==> config.mk <==
export PLATFORM = sky130hd
export DESIGN_NAME = fccw_ctrl
export DESIGN_NICKNAME = d
export VERILOG_FILES = /design/src/rtl/core/fccw_pkg.sv /design/src/rtl/core/fccw_ctrl.sv
export SDC_FILE = /design/constraint.sdc
export NUM_CORES = 1
export LEC_CHECK = 0
export BUFFER_PORTS_ARGS = -buffer_cell sky130_fd_sc_hd__buf_2
export CAP_MARGIN = 20
export CELL_PAD_IN_SITES_DETAIL_PLACEMENT = 1
export CELL_PAD_IN_SITES_GLOBAL_PLACEMENT = 1
export CORE_MARGIN = 8
export CORE_UTILIZATION = 32
export CTS_CLUSTER_DIAMETER = 60
export DETAILED_ROUTE_END_ITERATION = 10
export PLACE_DENSITY_LB_ADDON = 0.1
export SLEW_MARGIN = 20
export SYNTH_ARGS = -nofsm -noshare
export SYNTH_HDL_FRONTEND = slang
export SYNTH_SLANG_ARGS = --single-unit
==> constraint.sdc <==
create_clock -name clock -period 1.8 [get_ports clock]
set_clock_uncertainty 0.2 [all_clocks]
set_input_delay 0.18 -clock clock [delete_from_list [all_inputs] [get_ports clock]]
set_output_delay 0.18 -clock clock [all_outputs]
set_load 0.05 [all_outputs]
==> src/rtl/core/fccw_pkg.sv <==
package fccw_pkg;

   // Field and register widths
   localparam int unsigned OP_W      = 1;
   localparam int unsigned INDEX_W   = 12;
   localparam int unsigned ENTRY_W   = 32;
   localparam int unsigned OFFSET_W  = 32;
   localparam int unsigned CLUSTER_W = 32;
   localparam int unsigned LBA_W     = 40;
   localparam int unsigned SPC_W     = 8;
   localparam int unsigned CSR_IDX_W = 2;
   localparam int unsigned CSR_W     = 32;

   // Operation codes of a request word
   localparam logic [OP_W-1:0] OP_WRITE = 1'b0;
   localparam logic [OP_W-1:0] OP_WALK  = 1'b1;

   // Register indexes
   localparam logic [CSR_IDX_W-1:0] CSR_CLUSTER_SECTORS   = 2'd0;
   localparam logic [CSR_IDX_W-1:0] CSR_DATA_START_SECTOR = 2'd1;
   localparam logic [CSR_IDX_W-1:0] CSR_END_THRESHOLD     = 2'd2;

   // Register reset values
   localparam logic [SPC_W-1:0] SPC_RESET           = 8'd8;
   localparam logic [CSR_W-1:0] DATA_START_RESET    = 32'd0;
   localparam logic [CSR_W-1:0] END_THRESHOLD_RESET = 32'd268435446;

   // Cluster numbering starts at two
   localparam logic [LBA_W-1:0] FIRST_DATA_CLUSTER = 40'd2;

   // Commands from the controller to the datapath
   typedef struct packed {
      logic wr_entry;
      logic start;
      logic div_step;
      logic hop;
      logic end_chain;
      logic mult;
      logic load_out;
   } fccw_cmd_type;

   // Status from the datapath to the controller
   typedef struct packed {
      logic div_last;
      logic hops_zero;
      logic cur_in_table;
      logic entry_ends;
      logic out_free;
   } fccw_status_type;

endpackage

==> src/rtl/core/fccw_ctrl.sv <==
module fccw_ctrl
   import fccw_pkg::*;
(
   input  logic            clock,
   input  logic            reset,
   input  logic            req_valid,
   input  logic [OP_W-1:0] req_op,
   output logic            req_stall,
   input  fccw_status_type status,
   output fccw_cmd_type    cmd
);

   typedef enum logic [5:0] {
      ST_IDLE   = 6'b000001,
      ST_DIV    = 6'b000010,
      ST_HOPCHK = 6'b000100,
      ST_CHECK  = 6'b001000,
      ST_MULT   = 6'b010000,
      ST_OUT    = 6'b100000
   } state_type;

   state_type state_ff, state_in;

   // Take a new word only while no walk is in flight
   assign req_stall = (state_ff != ST_IDLE);

   // Take write words while idle and sequence one walk: divide, hop, scale, hand over
   always_comb begin
      state_in = state_ff;
      cmd      = '0;
      unique case (state_ff)
         ST_IDLE: begin
            if (req_valid) begin
               if (req_op == OP_WALK) begin
                  cmd.start = 1'b1;
                  state_in  = ST_DIV;
               end else begin
                  cmd.wr_entry = 1'b1;
               end
            end
         end
         ST_DIV: begin
            cmd.div_step = 1'b1;
            if (status.div_last) begin
               state_in = ST_HOPCHK;
            end
         end
         ST_HOPCHK: begin
            priority if (status.hops_zero) begin
               state_in = ST_MULT;
            end else if (!status.cur_in_table) begin
               cmd.end_chain = 1'b1;
               state_in      = ST_MULT;
            end else begin
               state_in = ST_CHECK;
            end
         end
         ST_CHECK: begin
            if (status.entry_ends) begin
               cmd.end_chain = 1'b1;
               state_in      = ST_MULT;
            end else begin
               cmd.hop  = 1'b1;
               state_in = ST_HOPCHK;
            end
         end
         ST_MULT: begin
            cmd.mult = 1'b1;
            state_in = ST_OUT;
         end
         ST_OUT: begin
            if (status.out_free) begin
               cmd.load_out = 1'b1;
               state_in     = ST_IDLE;
            end
         end
         default: begin
            state_in = ST_IDLE;
         end
      endcase
   end

   always_ff @(posedge clock) begin
      if (reset) begin
         state_ff <= ST_IDLE;
      end else begin
         state_ff <= state_in;
      end
   end

endmodule

* Word-level counts from Yosys, hierarchy flattened
Cells that the tools add are included.
Cells by class: equal/unequal tests 11, muxes and demuxes 22, reduce and logical (&&, ||, !) cells 1
Operators by type and width (number):
- 6-bit case mux with 6 select lines | 1
- 6-bit 2-to-1 mux | 5
- 1-bit 2-to-1 mux | 11
- 5-bit 2-to-1 mux | 2
- 2-bit != test (second input constant) | 4
- 6-bit by 1-bit == test with 1-bit output (second input constant) | 1
- 6-bit by 2-bit == test with 1-bit output (second input constant) | 1
- 6-bit by 3-bit == test with 1-bit output (second input constant) | 1
- 6-bit by 4-bit == test with 1-bit output (second input constant) | 1
- 6-bit by 5-bit == test with 1-bit output (second input constant) | 1
- 6-bit == test (second input constant) | 1
- 6-bit by 1-bit != test with 1-bit output (second input constant) | 1
- 2-bit 2-to-1 mux | 2
- 4-bit AND reduction | 1
- 1-bit case mux with 2 select lines | 1
Storage, ports and cells: flip-flop bits (word level) 6, input bits 9, output and inout bits 8, word-level logic and storage cells 35

* Logic depth before layout (Yosys ltp)
depth after elaboration 3, mapped depth 5, gate-level depth less buffers 4

* Worst setup path after synthesis
Ideal clock, no wire load.
kind register to output, from register state_ff[3], to output port cmd[6] (netlist name), arrival 2.492 ns, data required time 1.420 ns, path slack -1.072 ns, stages on the path, launching flop included 5, buffers on the path 1, cell sequence dfxtp_1 clkbuf_1 nor4_2 nand2_1 nor3b_1
RTL lines:
- from (decl) | line fccw_ctrl.sv:22 | state_type state_ff, state_in;
- from (signal assigned) | line fccw_ctrl.sv:87 | state_ff <= state_in;
- to (decl) | line fccw_ctrl.sv:10 | output fccw_cmd_type cmd

==> summary.md <==
| Metric | Value |
|---|---|
| HPWL Detailed | roughly 1200 um |
| WL final | roughly 2000 um |
| Synth cell types | 29 |
| F_max | approximately 520 MHz |
| Grt ovf | 0 |
| # setup viols final | 6 |
| Slack of the worst reg-to-reg path | 0.05 ns |
| Htree depth | 1 |
| Worst slack at placement | -0.0193 ns |
| Max Buffers Root-to-Sink | 2 |
| Die extent in x | roughly 53 um |
| Clock root buffer | clkbuf_4 |
| CP arrival | roughly 1.5 ns |
| Critical Path Max Stage Delay | roughly 0.57 ns |
| Drt pass-1 iters | 4 |
| LEAKAGE | 0.368 nW |
| RSZ-0062 raised after global routing | yes |
| Port Buffers | 16 |
| Largest cells by area after synthesis | dfxtp_1, a21oi_1, nand2b_1 |
| DR WL/cell | ~19 um |
| CTS tree | done |
| Gp weighted congestion | about 0.74 |
| First-pass GRT wire length | 3090 um |
| Remaining DRCs | 0 |
| Core region area | between 1000 and 1500 um2 |
| Syn nets | 63 |
| Post-route ant nets | 0 |
| Crit share post-route | 1.07 |
| Clock transition at path regs | 0.04 ns |
| Starting Density | 0.342 |
| Area growth from synthesis to layout | 101% |
| Worst Tran Pin Value | about 0.36 ns |
| Sink Count | 6 |
| Biggest regs | state_ff: 6 flops |
| Syn Area/Cell | roughly 8.2 um2 |
| Final Slew Violations | 0 |
| Die area | ~2800 um2 |
| Yosys top cell by area | dfxtp_1 |
| Ys Warns | 0 |
| Post-route cell area | about 890 um2 |
| Placed cell area | 659 um2 |
| Top Ports | 17 |
| Initial antenna violation count | 0 |
| #FFs+latches synth | 6 |
| Number of global-route vias before repair | about 650 |
| Total power | between 0.9 and 1 mW |
| Worst skew pair latency | 0.24 ns |
| CP top delay family | simple AND/OR/NAND/NOR gates |
| Failing checks | setup timing |
| Worst path bufs/invs | 2 |
| Final Hold Fails | 0 |
| Min-Delay Path Class | input pin to flip-flop |
| Reg with most FFs | state_ff |
| Max-cap viol count | 0 |
| Num CTS Buffers | 3 |
| Critical path class | flip-flop to primary output |
| Largest net degree at the start of global routing | 9 |
| Power per cell area | roughly 1100 nW/um2 |
| Min Tclk post-route | between 1.5 and 2 ns |
| Critical path peak fanout | 3 |
| Kind of end point of the critical path | primary output |
| Sequential share of the synthesized area | 0.270 |
| Synth top area share | 0.270 |
| Critical Path RT | around 1.4 ns |
| Cell Rows | 13 |
| Slew margin rel. | 0.760 |
| Max rail drop VDD | 628 uV |
| Max reg flops | 6 |
| Status | finished, violations left |
| Startpoint types | flip-flop |
| Syn Inst Count | 54 |
| Routed vias/inst | 5.59 |
| Synth Cell Area | between 400 and 500 um2 |
| Diode count | 0 |
| DR vias | ~600 |
| DR iter-0 viols | 6 |
| All-Layer GR Usage | 0.144 |
| CP Cell Sequence | or4_4 > buf_4 > nor2_4 > buf_8 |
| Setup ws final | -0.121 ns |
| Final nets | 102 |
| Layout fillers | 138 |
| Slowest cell on crit path | or4_4 |
| Die Y-Extent | about 53 um |
| Layout cells sized above 1 | 0.692 |
[cells in the mapped netlist, drive strengths merged]
| cell type | count |
|---|---|
| clkbuf | 2 |
| nand3 | 1 |
| nor3b | 4 |
| a211oi | 2 |
| a21oi | 5 |
| and3b | 1 |
| a221oi | 1 |
| nor4 | 4 |
| nor2b | 3 |
| nand2b | 4 |
| or3 | 1 |
| nor2 | 4 |
| a31o | 1 |
| nor3 | 2 |
| dfxtp | 6 |
| or3b | 1 |
| or4 | 2 |
| o21ai | 3 |
| nand2 | 3 |
| and4 | 1 |
| o211ai | 1 |
| xor2 | 1 |
| or2b | 1 |
[path summary, 6_finish.rpt]
kind / cells past startpoint / end / startpoint
worst min register to register: 3 / state_ff[5]$_SDFFE_PP0P_ / state_ff[0]$_SDFFE_PP1P_
worst max register to register: 6 / state_ff[1]$_SDFFE_PP0P_ / state_ff[2]$_SDFFE_PP0P_
worst max-delay path: 4 / cmd[2] / state_ff[5]$_SDFFE_PP0P_
worst min-delay path: 3 / state_ff[3]$_SDFFE_PP0P_ / status[2]
[power by group]
| part | internal [mW] | switching, mW |
|---|---|---|
| clock network | 0.0752 | 0.0449 |
| logic | 0.337 | 0.358 |
| registers | 0.157 | 0.0270 |
[placed cells by master (no fill, tap or decap), types with 2 or more instances in the layout]
| cell | Yosys | layout |
|---|---|---|
| nand2b_1 | 4 | 3 |
| buf_6 | 0 | 7 |
| a21oi_2 | 0 | 2 |
| nor4_4 | 0 | 2 |
| nand2_1 | 3 | 2 |
| clkbuf_4 | 0 | 3 |
| a21oi_1 | 5 | 3 |
| buf_4 | 0 | 16 |
| buf_2 | 0 | 8 |
| or4_4 | 1 | 2 |
| a211oi_1 | 2 | 2 |
| nor2_4 | 0 | 2 |
| nor4_1 | 3 | 2 |
| nor2b_1 | 3 | 2 |
| buf_8 | 0 | 4 |
| nor3b_1 | 3 | 2 |
| nor3b_4 | 1 | 2 |
| dfxtp_2 | 0 | 5 |
[through the flow]
| step | setup TNS [ns] | utilization | hold slack, ns | std cells |
|---|---|---|---|---|
| final | -0.381 | 0.687 | 0.0556 | 106 |
| after global routing | -0.967 | 0.687 | 0.0627 | 106 |
| after CTS | -0.612 | 0.627 | 0.00292 | 102 |
| after detailed placement | -0.0193 | 0.507 | 0.253 | 92 |
| after global placement | 0 | 0.507 | 0.247 | 92 |
| after floorplan | -0.293 | - | 0.0469 | 54 |
[worst min-delay path, stage by stage]
cell and delay, ns:
buf_2 0.12, nand2b_1 0.10, nor4_1 0.05
[layout make-up]
| type | instances | area, um2 | share of cell area |
|---|---|---|---|
| tap | 15 | 18.8 | 0.0210 |
| clock buffer | 3 | 22.5 | 0.0252 |
| timing repair buffer | 36 | 309 | 0.346 |
| multi-input combinational | 46 | 413 | 0.462 |
| sequential | 6 | 130 | 0.146 |
[kinds of logic after synthesis]
kind of cell,count (synthesis),synth area share
flops,6,0.270
xor+xnor,1,0.0197
simple gates,32,0.494
buf+inv,2,0.0169
compound gates,13,0.199
[timing repair]
item	4_1_cts	5_1_grt
endpoints found under the setup margin	8	10
cloned	0	0
hold buffers	1	0
setup buffers	6	6
pin swaps	7	8
gates resized for setup	25	12
endpoints found under the hold margin	1	0
[metal layers]
layer / track usage / vias up / part of all wire
li1: - / 283 / -
met1: 0.159 / 288 / 0.44
met2: 0.252 / 20 / 0.49
met3: 0.0532 / 2 / 0.059
met4: 0.0378 / 0 / 0.0084
met5: 0 / - / 0
Note: power is estimated with default switching activity, not from simulation.
